--- config.mk ---
export PLATFORM = sky130hd
export DESIGN_NAME = shared_alert_sound_refcount_top
export DESIGN_NICKNAME = d
export VERILOG_FILES = /design/src/sarc_pkg.sv /design/src/shared_alert_sound_refcount_top.sv /design/src/sarc_store.sv
export SDC_FILE = /design/constraint.sdc
export NUM_CORES = 1
export LEC_CHECK = 0
export BUFFER_PORTS_ARGS = -buffer_cell sky130_fd_sc_hd__buf_2
export CAP_MARGIN = 20
export CORE_ASPECT_RATIO = 1.2
export CORE_UTILIZATION = 65
export CTS_CLUSTER_SIZE = 8
export DETAILED_ROUTE_END_ITERATION = 16
export GPL_TIMING_DRIVEN = 0
export PLACE_DENSITY = 0.89
export SLEW_MARGIN = 25
export SYNTH_ARGS = -nofsm -noshare
export SYNTH_HDL_FRONTEND = slang
export SYNTH_SLANG_ARGS = --single-unit
--- constraint.sdc ---
create_clock -name aclk -period 13.65 [get_ports aclk]
set_clock_uncertainty 0.2 [all_clocks]
set_input_delay 3.4125 -clock aclk [delete_from_list [all_inputs] [get_ports aclk]]
set_output_delay 3.4125 -clock aclk [all_outputs]
set_load 0.005 [all_outputs]
--- src/sarc_pkg.sv ---
package sarc_pkg;

    localparam int WARNINGS = 64;
    localparam int SOUNDS   = 32;

    // Fixed widths of the transaction fields.
    localparam int WARN_IDX_W = 6;
    localparam int SOUND_ID_W = 5;

    // Storage geometry follows from the counts above.
    localparam int WARN_AW = $clog2(WARNINGS);
    localparam int SND_AW  = $clog2(SOUNDS);
    localparam int CNT_W   = $clog2(WARNINGS + 1);

    localparam logic CMD_STOP = 1'b0;
    localparam logic CMD_PLAY = 1'b1;

    typedef enum logic {
        ST_IDLE,
        ST_RMW
    } sarc_state_t;

    typedef struct packed {
        logic               en;
        logic [WARN_AW-1:0] warn_addr;
        logic [SND_AW-1:0]  snd_addr;
    } sarc_rd_req_t;

    typedef struct packed {
        logic               warn_en;
        logic [WARN_AW-1:0] warn_addr;
        logic               warn_data;
        logic               snd_en;
        logic [SND_AW-1:0]  snd_addr;
        logic [CNT_W-1:0]   snd_data;
    } sarc_wr_req_t;

endpackage

--- src/shared_alert_sound_refcount_top.sv ---
// Shared alert sound reference counter.
//
// Each input transaction on the s_ channel names a warning source, a shared
// sound and whether that warning wants the sound playing. The block keeps a
// play/stop flag per warning and a user count per sound in two small
// synchronous memories. A stop-to-play change produces a play command on the
// m_ channel; a play-to-stop change produces a stop command only when the
// sound's user count is zero after the update. Other requests produce no transaction.
//
// Each request is handled in a read step, which reads both memories, and
// a write-back step, which modifies, writes back and loads the output
// register; no new request is taken before that. A command is visible on
// the m_ channel the cycle after the write-back. When the receiver stalls,
// the command waits in the output register; the next request is still taken,
// and it only waits in its write-back cycle if it also has a command to send.
// The cfg_ channel writes the suppress_all bit, which turns every request
// into a stop; it is always ready. Reset clears all flags, counts and
// suppress_all at once, with no clearing pass.
module shared_alert_sound_refcount_top (
    input  logic                             aclk,
    input  logic                             aresetn,
    input  logic                             s_valid,
    output logic                             s_ready,
    input  logic [sarc_pkg::WARN_IDX_W-1:0]  s_warning_index,
    input  logic [sarc_pkg::SOUND_ID_W-1:0]  s_sound_id,
    input  logic                             s_play_request,
    output logic                             m_valid,
    input  logic                             m_ready,
    output logic [sarc_pkg::SOUND_ID_W-1:0]  m_sound_out,
    output logic                             m_command,
    input  logic                             cfg_valid,
    output logic                             cfg_ready,
    input  logic                             cfg_suppress_all
);
    import sarc_pkg::*;

    sarc_state_t state_reg, state_next;

    logic                  suppress_reg;
    logic [SND_AW-1:0]     req_snd_reg;
    logic [WARN_AW-1:0]    req_warn_reg;
    logic                  req_play_reg;
    logic                  req_ok_reg;

    logic                  out_valid_reg, out_valid_next;
    logic [SOUND_ID_W-1:0] out_sound_reg;
    logic                  out_cmd_reg;

    sarc_rd_req_t          rd;
    sarc_wr_req_t          wr;
    logic                  rd_warn_playing;
    logic [CNT_W-1:0]      rd_users;

    logic                  in_range;
    logic                  want;
    logic                  rise;
    logic                  fall;
    logic [CNT_W-1:0]      cnt_new;
    logic                  emit;
    logic                  out_free;
    logic                  out_load;
    logic                  commit;

    sarc_store u_store (
        .aclk            (aclk),
        .aresetn         (aresetn),
        .rd              (rd),
        .rd_warn_playing (rd_warn_playing),
        .rd_users        (rd_users),
        .wr              (wr)
    );

    assign cfg_ready = 1'b1;
    assign s_ready   = (state_reg == ST_IDLE);

    // Indexes beyond the configured counts are dropped without a side effect.
    assign in_range = (32'(s_warning_index) < WARNINGS) && (32'(s_sound_id) < SOUNDS);

    always_comb begin
        rd.en        = s_valid && s_ready;
        rd.warn_addr = s_warning_index[WARN_AW-1:0];
        rd.snd_addr  = s_sound_id[SND_AW-1:0];
    end

    // Read-modify-write of the flag and the count.
    assign want = req_play_reg & ~suppress_reg;
    assign rise = ~rd_warn_playing & want;
    assign fall = rd_warn_playing & ~want;

    always_comb begin
        cnt_new = rd_users;
        if (rise && (rd_users < CNT_W'(WARNINGS))) begin
            cnt_new = rd_users + CNT_W'(1);
        end else if (fall && (rd_users != '0)) begin
            cnt_new = rd_users - CNT_W'(1);
        end
    end

    assign emit     = req_ok_reg && (rise || (fall && (cnt_new == '0)));
    assign out_free = !out_valid_reg || m_ready;
    assign commit   = (state_reg == ST_RMW) && (!emit || out_free);
    assign out_load = commit && emit;

    always_comb begin
        wr.warn_en   = commit && req_ok_reg;
        wr.warn_addr = req_warn_reg;
        wr.warn_data = want;
        wr.snd_en    = commit && req_ok_reg && (rise || fall);
        wr.snd_addr  = req_snd_reg;
        wr.snd_data  = cnt_new;
    end

    always_comb begin
        state_next = state_reg;
        case (state_reg)
            ST_IDLE: begin
                if (s_valid) begin
                    state_next = ST_RMW;
                end
            end
            ST_RMW: begin
                if (commit) begin
                    state_next = ST_IDLE;
                end
            end
            default: begin
                state_next = ST_IDLE;
            end
        endcase
    end

    always_comb begin
        out_valid_next = out_valid_reg;
        if (out_load) begin
            out_valid_next = 1'b1;
        end else if (m_ready) begin
            out_valid_next = 1'b0;
        end
    end

    always_ff @(posedge aclk) begin
        if (!aresetn) begin
            state_reg     <= ST_IDLE;
            out_valid_reg <= 1'b0;
            suppress_reg  <= 1'b0;
        end else begin
            state_reg     <= state_next;
            out_valid_reg <= out_valid_next;
            if (cfg_valid && cfg_ready) begin
                suppress_reg <= cfg_suppress_all;
            end
        end
    end

    // Request fields are held for the write-back cycle.
    always_ff @(posedge aclk) begin
        if (s_valid && s_ready) begin
            req_warn_reg <= s_warning_index[WARN_AW-1:0];
            req_snd_reg  <= s_sound_id[SND_AW-1:0];
            req_play_reg <= s_play_request;
            req_ok_reg   <= in_range;
        end
        if (out_load) begin
            out_sound_reg <= SOUND_ID_W'(req_snd_reg);
            out_cmd_reg   <= rise ? CMD_PLAY : CMD_STOP;
        end
    end

    assign m_valid     = out_valid_reg;
    assign m_sound_out = out_sound_reg;
    assign m_command   = out_cmd_reg;

    // An accepted request always moves on to its write-back cycle.
    a_accept_to_rmw: assert property (@(posedge aclk) disable iff (!aresetn)
        s_valid && s_ready |=> state_reg == ST_RMW)
        else $error("accepted request did not enter write-back");

    // Memories are written only in the write-back cycle.
    a_write_in_rmw: assert property (@(posedge aclk) disable iff (!aresetn)
        wr.warn_en || wr.snd_en |-> state_reg == ST_RMW)
        else $error("memory written outside write-back");

    // A play command always leaves the sound with at least one user.
    a_play_count: assert property (@(posedge aclk) disable iff (!aresetn)
        out_load && rise |-> wr.snd_en && wr.snd_data != '0)
        else $error("play command with zero users");

    // A stop command is only sent once the count is written back as zero.
    a_stop_count: assert property (@(posedge aclk) disable iff (!aresetn)
        out_load && !rise |-> wr.snd_en && wr.snd_data == '0)
        else $error("stop command with remaining users");

    // A waiting command is never overwritten.
    a_no_overwrite: assert property (@(posedge aclk) disable iff (!aresetn)
        out_valid_reg && !m_ready |-> !out_load)
        else $error("pending command overwritten");

endmodule

--- src/sarc_store.sv ---
module sarc_store (
    input  logic                        aclk,
    input  logic                        aresetn,
    input  sarc_pkg::sarc_rd_req_t      rd,
    output logic                        rd_warn_playing,
    output logic [sarc_pkg::CNT_W-1:0]  rd_users,
    input  sarc_pkg::sarc_wr_req_t      wr
);
    import sarc_pkg::*;

    logic             warn_mem [WARNINGS];
    logic [CNT_W-1:0] snd_mem  [SOUNDS];

    // One valid bit per entry; an entry never written reads as zero.
    logic [WARNINGS-1:0] warn_vld_reg;
    logic [SOUNDS-1:0]   snd_vld_reg;

    logic             warn_data_reg;
    logic             warn_hit_reg;
    logic [CNT_W-1:0] snd_data_reg;
    logic             snd_hit_reg;

    always_ff @(posedge aclk) begin
        if (!aresetn) begin
            warn_vld_reg <= '0;
            snd_vld_reg  <= '0;
        end else begin
            if (wr.warn_en) begin
                warn_vld_reg[wr.warn_addr] <= 1'b1;
            end
            if (wr.snd_en) begin
                snd_vld_reg[wr.snd_addr] <= 1'b1;
            end
        end
    end

    always_ff @(posedge aclk) begin
        if (wr.warn_en) begin
            warn_mem[wr.warn_addr] <= wr.warn_data;
        end
        if (wr.snd_en) begin
            snd_mem[wr.snd_addr] <= wr.snd_data;
        end
    end

    always_ff @(posedge aclk) begin
        if (rd.en) begin
            warn_data_reg <= warn_mem[rd.warn_addr];
            warn_hit_reg  <= warn_vld_reg[rd.warn_addr];
            snd_data_reg  <= snd_mem[rd.snd_addr];
            snd_hit_reg   <= snd_vld_reg[rd.snd_addr];
        end
    end

    assign rd_warn_playing = warn_hit_reg & warn_data_reg;
    assign rd_users        = snd_hit_reg ? snd_data_reg : '0;

endmodule

* Yosys cells after proc, flatten, opt, wreduce, memory -nomap -nowiden *
Memories as Yosys holds them, arrays and structs flattened. A register that Yosys moved wholly into a read port is not among the register bits.
Cells that the tools add are included.

storage, ports and cells
  output and inout bits = 9
  bits in registers = 119
  bits in writable memories = 288
  word-level logic and storage cells = 72
  memories kept = 2
  bits of input ports = 18

memory list
  memory            depth  width  read ports  clocked after memory_dff  wr ports  line              RTL
  u_store.snd_mem   32     7      1           1                         1         sarc_store.sv:12  logic [CNT_W-1:0] snd_mem [SOUNDS];
  u_store.warn_mem  64     1      1           1                         1         sarc_store.sv:11  logic warn_mem [WARNINGS];

cells by class
  reductions and logical operators = 18
  $lt $le $gt $ge = 7
  bitwise operators = 10
  mux-type cells = 21
  add/subtract/negate cells = 2

operators by type and width
  operator                                                           number
  bitwise OR 64 bit                                                  1
  bitwise OR 32 bit                                                  1
  2-to-1 mux 7 bit                                                   3
  less-than comparator 6 x 7 -> 1 bit, second input constant         2
  2-to-1 mux 1 bit                                                   13
  less-than comparator 5 x 6 -> 1 bit, second input constant         2
  logical AND 1 bit                                                  9
  adder 7 x 1 -> 7 bit, second input constant                        1
  zero test 7 bit                                                    1
  less-than comparator 7 bit, second input constant                  1
  nonzero test 7 bit                                                 1
  subtractor 7 x 1 -> 7 bit, second input constant                   1
  binary-select mux 1 bit (select 6 bit)                             1
  demux 1 bit (select 6 bit)                                         1
  greater-or-equal comparator 6 x 1 -> 1 bit, second input constant  1
  binary-select mux 1 bit (select 5 bit)                             1
  demux 1 bit (select 5 bit)                                         1
  greater-or-equal comparator 5 x 1 -> 1 bit, second input constant  1
  AND 1 bit                                                          4
  logical OR 1 bit                                                   4
  inverter 1 bit                                                     4
  zero test 1 bit                                                    2
  case mux 1 bit (2 select lines)                                    1
  nonzero test 2 bit                                                 1

* Depth between registers and ports, before layout *
Gate-level depths: netlist of the first run.

  word-level depth = 16
  gate-level depth with buffers = 14
  gate-level depth less buffers = 10

* Modules after synthesis *
Synthesis of the first run repeated with hierarchy kept, for this count alone.

second synthesis, totals
  cell total of the unflattened synthesis = 954
  area total of the unflattened synthesis = 16563.4 um2

modules (own cells, without submodules)
  module                           cells an instance  instances  sequential area each (um2)  area an instance (um2)
  sarc_store                       853                1          10870.4                     15408.5
  shared_alert_sound_refcount_top  101                1          600.6                       1154.9

* Worst setup path after synthesis of the first run *
No wires, ideal clock.

  path type = input -> register
  start = in s_warning_index[0] in the netlist's numbering
  end = reg u_store.warn_data_reg (read register of u_store.warn_mem), data pin
  stages = 5
  data arrival time = 5.634 ns
  buffers on the path = 2
  required time = 13.178 ns
  slack = 7.544 ns
  path through = clkbuf_1 buf_1 mux4_2 mux4_2 mux4_2

RTL lines
  what                line                                   RTL
  start: declaration  shared_alert_sound_refcount_top.sv:24  input logic [sarc_pkg::WARN_IDX_W-1:0] s_warning_index,
  end: declaration    sarc_store.sv:18                       logic warn_data_reg;

==> results of run 1 <==
## through the flow
stage / utilization, % / area [sq um] / hold WS (ps) / worst slack [ps] / power (mW)
after global routing: 76.3 / 19700 / 265 / 7120 / 2.92
after global placement: 68.9 / 17800 / 228 / 6280 / 1.58
after floorplan: - / 17200 / 220 / 7540 / 1.53
after CTS: 76.1 / 19600 / 249 / 7220 / 2.86
after detailed placement: 69.9 / 18000 / 243 / 6660 / 1.60
final: 76.3 / 19700 / 246 / 7230 / 2.88
## report_power, final
part / internal, mW / leakage (nW) / switching (mW) / total (mW)
registers: 1.38 / 3.69 / 0.00778 / 1.39
logic: 0.0645 / 1.84 / 0.129 / 0.193
clock network: 0.772 / 0.759 / 0.520 / 1.29
## kinds of logic (layout without fill, tap and decap cells)
logic type	count (synthesis)	count (layout)	share of synthesized area, %
flops	415	415	66.6
simple gates	322	322	8.53
mux	132	132	16.6
compound gates	130	130	4.95
buf+inv	101	234	2.75
fa+ha+maj	5	5	0.363
xor+xnor	4	4	0.203
other cells	1	1	0.0218
## metal layers
metal,global-route usage [%],vias to the layer above,share of wire [%]
met5,0,-,0.030
met2,57.3,1009,50
met3,6.99,279,10
met1,42.4,5554,33
li1,-,4517,-
met4,20.6,2,7.2
## layout make-up
cell class | instances | area (sq um) | area share, %
clock inverters | 1 | 20.0 | 0.102
clock buffers | 97 | 1580 | 8.02
inverters | 11 | 41.3 | 0.210
plain buffers | 90 | 439 | 2.23
well taps | 330 | 413 | 2.10
multi-input cells | 594 | 5460 | 27.8
repair buffers | 35 | 243 | 1.23
flip-flops and latches | 415 | 11500 | 58.3
## worst max-delay path by stage
stage,depth (start not counted),end,start
floorplan,5,u_store.warn_data_reg,s_warning_index[0]
global placement,13,u_store.snd_mem[17][3],req_play_reg
detailed placement,6,u_store.snd_data_reg[4],s_sound_id[0]
CTS,6,u_store.snd_data_reg[4],s_sound_id[0]
global route,6,u_store.snd_data_reg[1],s_sound_id[0]
finish,6,u_store.snd_data_reg[4],s_sound_id[0]
## Yosys cell counts (all sizes together), types with 3 or more instances
cell / count
a32o: 16
nor2: 26
mux2: 9
xnor2: 3
nand2b: 8
nor3: 94
or3b: 3
buf: 49
mux4: 122
o31ai: 7
nand3: 5
or3: 4
edfxtp: 316
ha: 5
or2: 6
clkbuf: 41
and2: 5
o21a: 3
dfxtp: 99
nor4: 5
and3: 6
o21ai: 85
nand2: 151
inv: 11
## worst max-delay path, cell delays in order
cell      delay [ps]
buf_2             90
clkbuf_1         680
buf_1            840
mux4_2           660
mux4_2           540
mux2_2           320
==> impl_metrics.csv, run 1 <==
group,metric,value,unit
placement,place_inst,1475,
yosys,yosysSeqAreaShare,66.6,%
yosys,syn_area_per_cell,15.5,sq um
run,drv_cap,0,
yosys,yosys-top-cells-area,"edfxtp_1, mux4_2, dfxtp_1, nand2_1, nor3_1",
cts,htreeDepth,2,
cts,cts.sinks,415,
detailed_routing,antenna_left,0,
cts,cts_root_buffer,"clkbuf_16",
placement,placement.io_buffers,25,
floorplan,die_x,151,um
critical_path,r2r_cells,15,
run_status,outcome,"completed",
detailed_routing,drtIter0Drc,1359,
critical_path,rrSetupSlack,8090,ps
detailed_routing,num_vias,11361,
finish,largest_reg_flops,224,
placement,hpwl,27600,um
floorplan,ios,27,
hold_path,hold_path_end,"u_store.warn_vld_reg[25]",
power,p_per_area,146,nW/um^2
global_routing,grt_max_degree,35,
critical_path,rr_startpoint,"suppress_reg",
cts,clk_pin_slew_worst_paths,50,ps
hold_path,hold_path_class,"reg2reg",
placement,gp_congestion,0.907,
cts,cts_tree,"done",
cts,clock_latency,590,ps
global_routing,overflow,0,
floorplan,rows,64,
critical_path,cp.required,13780,ps
finish,fin_cells,1573,
cts,cts_buffers,57,
floorplan,die_h,180,um
timing,hold_viol,0,
cts,hold_buffers,0,
critical_path,cp_max_fo,10,
detailed_routing,totalWireLength,46300,um
finish,antenna_cells,0,
timing,relSlewSlack,28.5,%
yosys,yosysTopAreaCell,"edfxtp_1",
finish,syn2layout_area_growth,14.1,%
yosys,synthArstFlopShare,0,%
timing,rsz0062_at_grt,"no",
finish,layout_common_cells,"edfxtp_1, nand2_1, mux4_2",
timing,fmax,0.156,GHz
finish,drive_above_1_share,23.9,%
yosys,syn_nets,1133,
global_routing,grt_use_total,34.8,%
yosys,synth-main-ff-cell,"edfxtp_1",
timing,slew_viol_final,0,
hold_path,whs_path_depth,2,
detailed_routing,avgViaCountPerCell,7.22,
floorplan,start_util,66.8,%
timing,fin_crit,6420,ps
floorplan,dieArea,27200,sq um
timing,fin_crit_sh,47.0,%
cts,clock_path_buffers,3,
critical_path,r2r-end,"u_store.snd_mem[17][4]",
detailed_routing,drc,0,
floorplan,coreArea,25800,sq um
detailed_routing,wire_per_inst,29.5,um
yosys,synth.top_cell.area_share,55.1,%
critical_path,end_kind,"flip-flop",
timing,setup_viol,0,
critical_path,start_kind,"input pin",
finish,nFillCells,1315,
timing,finalSetupTns,0,ps
global_routing,grt_pass1_wl,68100,um
hold_path,worstHoldStart,"u_store.warn_vld_reg[25]",
yosys,ys_ff_latch,415,
critical_path,critPathKind,"in2reg",
yosys,synth_area,17200,sq um
power,peakVddDrop,127,uV
power,p_leak,6.29,nW
global_routing,antenna_found_initial,1,
yosys,synth_cells,1110,
detailed_routing,dr.pass1.iters,8,
cts,postCtsSetupBuffers,0,
yosys,synth_cell_type_count,58,
cts,ctsResizeCount,0,
critical_path,cp.arrival,6550,ps
global_routing,grt_pass1_vias,11423,
yosys,synth_edf_count,316,
finish,nets,1227,
yosys,yosys_warnings,0,
finish,final_common_cell,"edfxtp_1",
timing,worstMarginPinSlew,1060,ps
Power figures use the tool's default switching activity.
==> run 2: changes to the inputs <==
--- a/config.mk
+++ b/config.mk
@@ -8,11 +8,11 @@
 export BUFFER_PORTS_ARGS = -buffer_cell sky130_fd_sc_hd__buf_2
 export CAP_MARGIN = 20
 export CORE_ASPECT_RATIO = 1.2
-export CORE_UTILIZATION = 65
+export CORE_UTILIZATION = 57
 export CTS_CLUSTER_SIZE = 8
 export DETAILED_ROUTE_END_ITERATION = 16
 export GPL_TIMING_DRIVEN = 0
-export PLACE_DENSITY = 0.89
+export PLACE_DENSITY = 0.83
 export SLEW_MARGIN = 25
 export SYNTH_ARGS = -nofsm -noshare
 export SYNTH_HDL_FRONTEND = slang
==> constraint.sdc (replaced) <==
create_clock -name aclk -period 5.8 [get_ports aclk]
set_clock_uncertainty 0.2 [all_clocks]
set_input_delay 1.45 -clock aclk [delete_from_list [all_inputs] [get_ports aclk]]
set_output_delay 1.45 -clock aclk [all_outputs]
set_load 0.005 [all_outputs]
==> run 2 against run 1 <==
  * Worst hold slack improved by 5.6 ps
  * Cell count up 4.2%
  * Critical path depth rose by 6
  * Non-clock buffer count increased by 1
  * Sequential power grew 140%
  * Setup slack lost 6900 ps
  * Flip-flop and latch count is the same
  * Sequential share of layout area is 0.35 points lower
  * Routed wire length fell by 8.2%
  * Clock-buffer cell count up 4
  * Global-route usage is 6.6 points lower
  * Combinational power grew 130%
==> impl_metrics.csv, run 2 (synthesis gave the netlist of run 1 again) <==
group,metric,value,unit
run_status,outcome,"completed",
timing,worstMarginPinSlew,1120,ps
placement,hpwl,27100,um
cts,cts_root_buffer,"clkbuf_16",
cts,htreeDepth,2,
timing,fin_crit_sh,94.4,%
critical_path,cp.required,5780,ps
detailed_routing,avgViaCountPerCell,6.54,
global_routing,grt_pass1_vias,10771,
global_routing,grt_max_degree,49,
placement,gp_congestion,0.888,
power,p_switching,1.52,mW
detailed_routing,num_vias,10723,
detailed_routing,totalWireLength,42500,um
timing,fin_crit,5470,ps
power,p_per_area,343,nW/um^2
timing,hold_viol,0,
timing,slew_viol_final,0,
floorplan,start_util,58.0,%
power,internal_power,5.26,mW
critical_path,rr_startpoint,"u_store.snd_hit_reg",
floorplan,die_x,161,um
cts,postCtsSetupBuffers,0,
critical_path,critPathMaxStageDelay,900,ps
floorplan,coreArea,29700,sq um
floorplan,dieArea,30900,sq um
placement,place_inst,1536,
critical_path,start_kind,"flip-flop",
finish,nets,1228,
finish,finish.utilization,66.6,%
hold_path,hold_path_end,"u_store.warn_vld_reg[30]",
cts,clock_path_buffers,3,
power,switching_share,22.4,%
detailed_routing,drtIter0Drc,1174,
floorplan,ios,27,
hold_path,hold_path_class,"reg2reg",
timing,fin_ws,326,ps
finish,antenna_cells,0,
critical_path,end_kind,"flip-flop",
critical_path,r2r_cells,12,
placement,placement.io_buffers,25,
power,p_leak,6.31,nW
critical_path,r2r-end,"u_store.snd_mem[22][3]",
critical_path,cp_max_fo,33,
cts,cts_tree,"done",
power,combPwrFrac,6.5,%
critical_path,critPathKind,"reg2reg",
detailed_routing,wire_per_inst,26.0,um
detailed_routing,antenna_left,0,
finish,drive_above_1_share,24.1,%
cts,clock_latency,580,ps
cts,cts.sinks,415,
finish,layout_common_cells,"edfxtp_1, nand2_1, mux4_2",
power,p_clk_share,45.2,%
global_routing,grt_pass1_wl,64000,um
floorplan,die_h,192,um
power,power,6.79,mW
critical_path,crit_chain,"clkbuf_1 -> nand2_1 -> ha_1 -> or3b_2 -> o221ai_1 -> and2_1 -> o22a_2 -> o41a_1 -> buf_6 -> o31ai_2 -> buf_2 -> nor3_1",
cts,clk_pin_slew_worst_paths,50,ps
timing,fmax,0.183,GHz
placement,dp_slack,479,ps
power,pwr-share-seq,48.3,%
hold_path,worstHoldStart,"u_store.warn_vld_reg[30]",
detailed_routing,dr.pass1.iters,8,
floorplan,rows,69,
timing,whs,252,ps
finish,fin_cells,1639,
run,drv_cap,0,
power,peakVddDrop,274,uV
global_routing,grt_use_total,28.2,%
detailed_routing,drc,0,
cts,ctsResizeCount,0,
finish,largest_reg_flops,224,
finish,syn2layout_area_growth,14.8,%
critical_path,rrSetupSlack,330,ps
global_routing,antenna_found_initial,0,
timing,rsz0062_at_grt,"no",
hold_path,whs_path_depth,2,
cts,cts_buffers,57,
global_routing,overflow,0,
critical_path,cp_slowest_cell,"nor3_1",
critical_path,cp.arrival,5460,ps
cts,hold_buffers,0,
finish,final_common_cell,"edfxtp_1",
timing,relSlewSlack,25.0,%
timing,setup_viol,0,
run 2: cell types whose count changed in the layout (fill, tap and decap cells not counted), moves of 2 or more:
cell and change:
buf_16 -2, buf_4 -2, buf_2 +3, clkbuf_1 +3
run 2: layout make-up:
cell class              count  area (sq um)
inverters                  11          41.3
repair buffers             36           229
clock inverters             2          36.3
plain buffers              90           439
well taps                 390           488
fillers                  1953          9920
flip-flops and latches    415         11500
multi-input cells         594          5460
clock buffers             101          1610
run 2: power groups by stage:
| stage | Clock (mW) | Combinational [mW] | Sequential, mW |
|---|---|---|---|
| floorplan | 0 | 0.267 | 3.33 |
| CTS | 3.08 | 0.436 | 3.27 |
| detailed placement | 0 | 0.428 | 3.33 |
| global placement | 0 | 0.391 | 3.34 |
| global route | 3.21 | 0.463 | 3.27 |
| finish | 3.07 | 0.443 | 3.27 |
run 2: worst max-delay path by stage:
stage	slack, ps	depth (start not counted)	endpoint	start
6_report	330	12	u_store.snd_mem[22][3]	u_store.snd_hit_reg
5_1_grt	240	12	u_store.snd_mem[22][3]	u_store.snd_hit_reg
3_5_place_dp	480	13	u_store.snd_mem[21][3]	u_store.snd_hit_reg
3_3_place_gp	-1410	13	u_store.snd_mem[17][2]	suppress_reg
2_1_floorplan	600	14	u_store.snd_mem[17][0]	suppress_reg
4_1_cts	340	13	u_store.snd_mem[21][0]	u_store.snd_hit_reg
run 2: routing by layer:
layer	share of wire [%]	routed length [um]	track usage (%)	up-vias
li1	-	-	-	4523
met1	35	15100	34.1	5394
met2	50	21400	47.9	649
met3	8.5	3630	5.01	157
met4	5.8	2450	16.3	0
met5	0	0	0	-
run 2: through the flow:
stage	setup TNS [ps]	cell area (sq um)
6_report	0	19800
5_1_grt	0	19800
4_1_cts	0	19700
3_5_place_dp	0	18100
3_3_place_gp	-201110	17800
2_1_floorplan	0	17200
run 2: critical path, delay by kind of cell, from the launching register on:
kind	cells	cell delay, ps
AOI/OAI and AO/OA	4	1570
adders and majority gates	1	290
buffers and inverters	3	710
DFF	1	460
and+or+nand+nor	4	1810
==> run 3: changes to the inputs <==
--- a/config.mk
+++ b/config.mk
@@ -8,11 +8,11 @@
 export BUFFER_PORTS_ARGS = -buffer_cell sky130_fd_sc_hd__buf_2
 export CAP_MARGIN = 20
 export CORE_ASPECT_RATIO = 1.2
-export CORE_UTILIZATION = 57
+export CORE_UTILIZATION = 65
 export CTS_CLUSTER_SIZE = 8
 export DETAILED_ROUTE_END_ITERATION = 16
 export GPL_TIMING_DRIVEN = 0
-export PLACE_DENSITY = 0.83
+export PLACE_DENSITY = 0.89
 export SLEW_MARGIN = 25
 export SYNTH_ARGS = -nofsm -noshare
 export SYNTH_HDL_FRONTEND = slang
==> constraint.sdc (replaced) <==
create_clock -name aclk -period 6.8 [get_ports aclk]
set_clock_uncertainty 0.2 [all_clocks]
set_input_delay 1.7 -clock aclk [delete_from_list [all_inputs] [get_ports aclk]]
set_output_delay 1.7 -clock aclk [all_outputs]
set_load 0.005 [all_outputs]
==> run 3 against run 2 <==
  * Worst hold slack lost 6.1 ps
  * Total power shrank 15%
  * Setup slack gained 910 ps
  * Critical path depth grew 3
  * Combinational power shrank 13%
  * Highest routed layer is now met5
  * Final area shrank 0.61%
  * Critical path type unchanged
  * Die area shrank 12%
  * Flip-flop and latch count is the same
  * First-iteration DRC count grew 11%
  * Register-to-register slack gained 910 ps
  * Cell count shrank 4.0%
  * Sequential power shrank 15%
==> impl_metrics.csv, run 3 (synthesis gave the netlist of run 1 again) <==
group,metric,value,unit
run_status,outcome,"completed",
critical_path,critPathCapture,"u_store.snd_mem[17][4]",
timing,finalSetupTns,0,ps
global_routing,grt_pass1_wl,68200,um
finish,largest_reg_flops,224,
run,drv_cap,0,
critical_path,crit_start,"suppress_reg",
power,peakVddDrop,253,uV
cts,cts_root_buffer,"clkbuf_16",
placement,dp_slack,976,ps
placement,placement.io_buffers,25,
power,internal_power,4.46,mW
critical_path,end_kind,"flip-flop",
power,p_clk_share,44.9,%
power,p_switching,1.31,mW
detailed_routing,avgViaCountPerCell,7.20,
global_routing,overflow,0,
detailed_routing,antenna_left,0,
finish,final_common_cell,"edfxtp_1",
detailed_routing,routed.top_layer,"met5",
floorplan,ios,27,
critical_path,r2r-end,"u_store.snd_mem[17][4]",
finish,finish.utilization,76.3,%
finish,nets,1227,
critical_path,r2r_cells,15,
cts,cts.sinks,415,
timing,fin_crit_sh,81.9,%
detailed_routing,num_vias,11331,
timing,fin_crit,5570,ps
finish,syn2layout_area_growth,14.1,%
timing,setup_viol,0,
cts,htreeDepth,2,
floorplan,coreArea,25800,sq um
timing,worstMarginPinSlew,1070,ps
critical_path,cp_max_fo,33,
global_routing,grt_max_degree,35,
floorplan,die_h,180,um
detailed_routing,wire_per_inst,29.3,um
floorplan,die_x,151,um
finish,drive_above_1_share,23.8,%
floorplan,start_util,66.8,%
cts,cts_buffers,57,
detailed_routing,wl_met3,4850,um
timing,hold_viol,0,
detailed_routing,drc,0,
cts,postCtsSetupBuffers,0,
power,p_per_area,293,nW/um^2
cts,clk_pin_slew_worst_paths,50,ps
cts,ctsResizeCount,0,
hold_path,hold_path_class,"reg2reg",
power,pwr-share-seq,48.4,%
critical_path,cp.arrival,5640,ps
floorplan,rows,64,
power,combPwrFrac,6.7,%
detailed_routing,drtIter0Drc,1308,
placement,place_inst,1475,
floorplan,dieArea,27200,sq um
finish,fin_cells,1573,
cts,clock_path_buffers,3,
global_routing,grt_use_total,34.8,%
critical_path,start_kind,"flip-flop",
timing,relSlewSlack,28.2,%
timing,slew_viol_final,0,
detailed_routing,totalWireLength,46100,um
finish,antenna_cells,0,
timing,fmax,0.180,GHz
timing,fin_ws,1230,ps
detailed_routing,wl_met2,23100,um
timing,rsz0062_at_grt,"no",
placement,hpwl,27600,um
detailed_routing,wl_met1,14900,um
power,p_leak,6.28,nW
cts,cts_tree,"done",
finish,layout_common_cells,"edfxtp_1, nand2_1, mux4_2",
finish,nFillCells,1316,
power,switching_share,22.7,%
placement,gp_congestion,0.907,
critical_path,rr_startpoint,"suppress_reg",
global_routing,antenna_found_initial,1,
cts,hold_buffers,0,
detailed_routing,dr.pass1.iters,8,
critical_path,cp.required,6870,ps
critical_path,rrSetupSlack,1230,ps
global_routing,grt_pass1_vias,11437,
cts,clock_latency,590,ps
critical_path,critPathKind,"reg2reg",
-- run 3: layer usage --
layer / vias up / global-route usage [%]
li1: 4514 / -
met1: 5530 / 42.0
met2: 1026 / 57.2
met3: 259 / 7.65
met4: 2 / 20.9
met5: - / 0
-- run 3: worst min path at each step --
stage                             startpoint                        to  slack [ps]  depth (start not counted)
finish              u_store.warn_vld_reg[25]  u_store.warn_vld_reg[25]         250                          2
global placement    u_store.warn_vld_reg[61]  u_store.warn_vld_reg[61]         230                          2
detailed placement   u_store.snd_vld_reg[21]   u_store.snd_vld_reg[21]         240                          2
floorplan           u_store.warn_vld_reg[10]  u_store.warn_vld_reg[10]         220                          2
global route        u_store.warn_vld_reg[15]  u_store.warn_vld_reg[15]         270                          2
CTS                 u_store.warn_vld_reg[59]  u_store.warn_vld_reg[59]         250                          2
-- run 3: per-stage QoR --
stage | cell area, sq um | hold WS (ps) | power, mW
global placement | 17800 | 228 | 3.17
finish | 19700 | 246 | 5.77
detailed placement | 18000 | 243 | 3.20
floorplan | 17200 | 220 | 3.06
CTS | 19600 | 249 | 5.74
global route | 19700 | 265 | 5.87
-- run 3: worst max-delay path, cell delays in order (launching register included) --
cell	delay [ps]
dfxtp_1	320
nand2b_1	190
inv_2	430
ha_1	560
a21bo_2	290
clkbuf_1	210
mux2_2	340
nor4b_1	270
a311o_2	650
o41a_1	260
buf_6	170
o31ai_1	100
buf_2	220
buf_4	210
nor4_2	490
buf_2	330
-- run 3: power groups by stage --
stage	logic, mW	registers (mW)	clock network [mW]
floorplan	0.227	2.84	0
detailed placement	0.363	2.84	0
global placement	0.327	2.84	0
CTS	0.374	2.79	2.57
finish	0.387	2.79	2.59
global route	0.401	2.79	2.67
-- run 3: cell type report --
type / count / area, sq um / share of cell area (%)
multi-input combinational: 594 / 5460 / 27.8
timing repair buffer: 35 / 243 / 1.23
tap: 330 / 413 / 2.10
clock buffer: 97 / 1580 / 8.02
sequential: 415 / 11500 / 58.3
inverter: 11 / 41.3 / 0.210
buffer: 90 / 438 / 2.23
clock inverter: 1 / 20.0 / 0.102
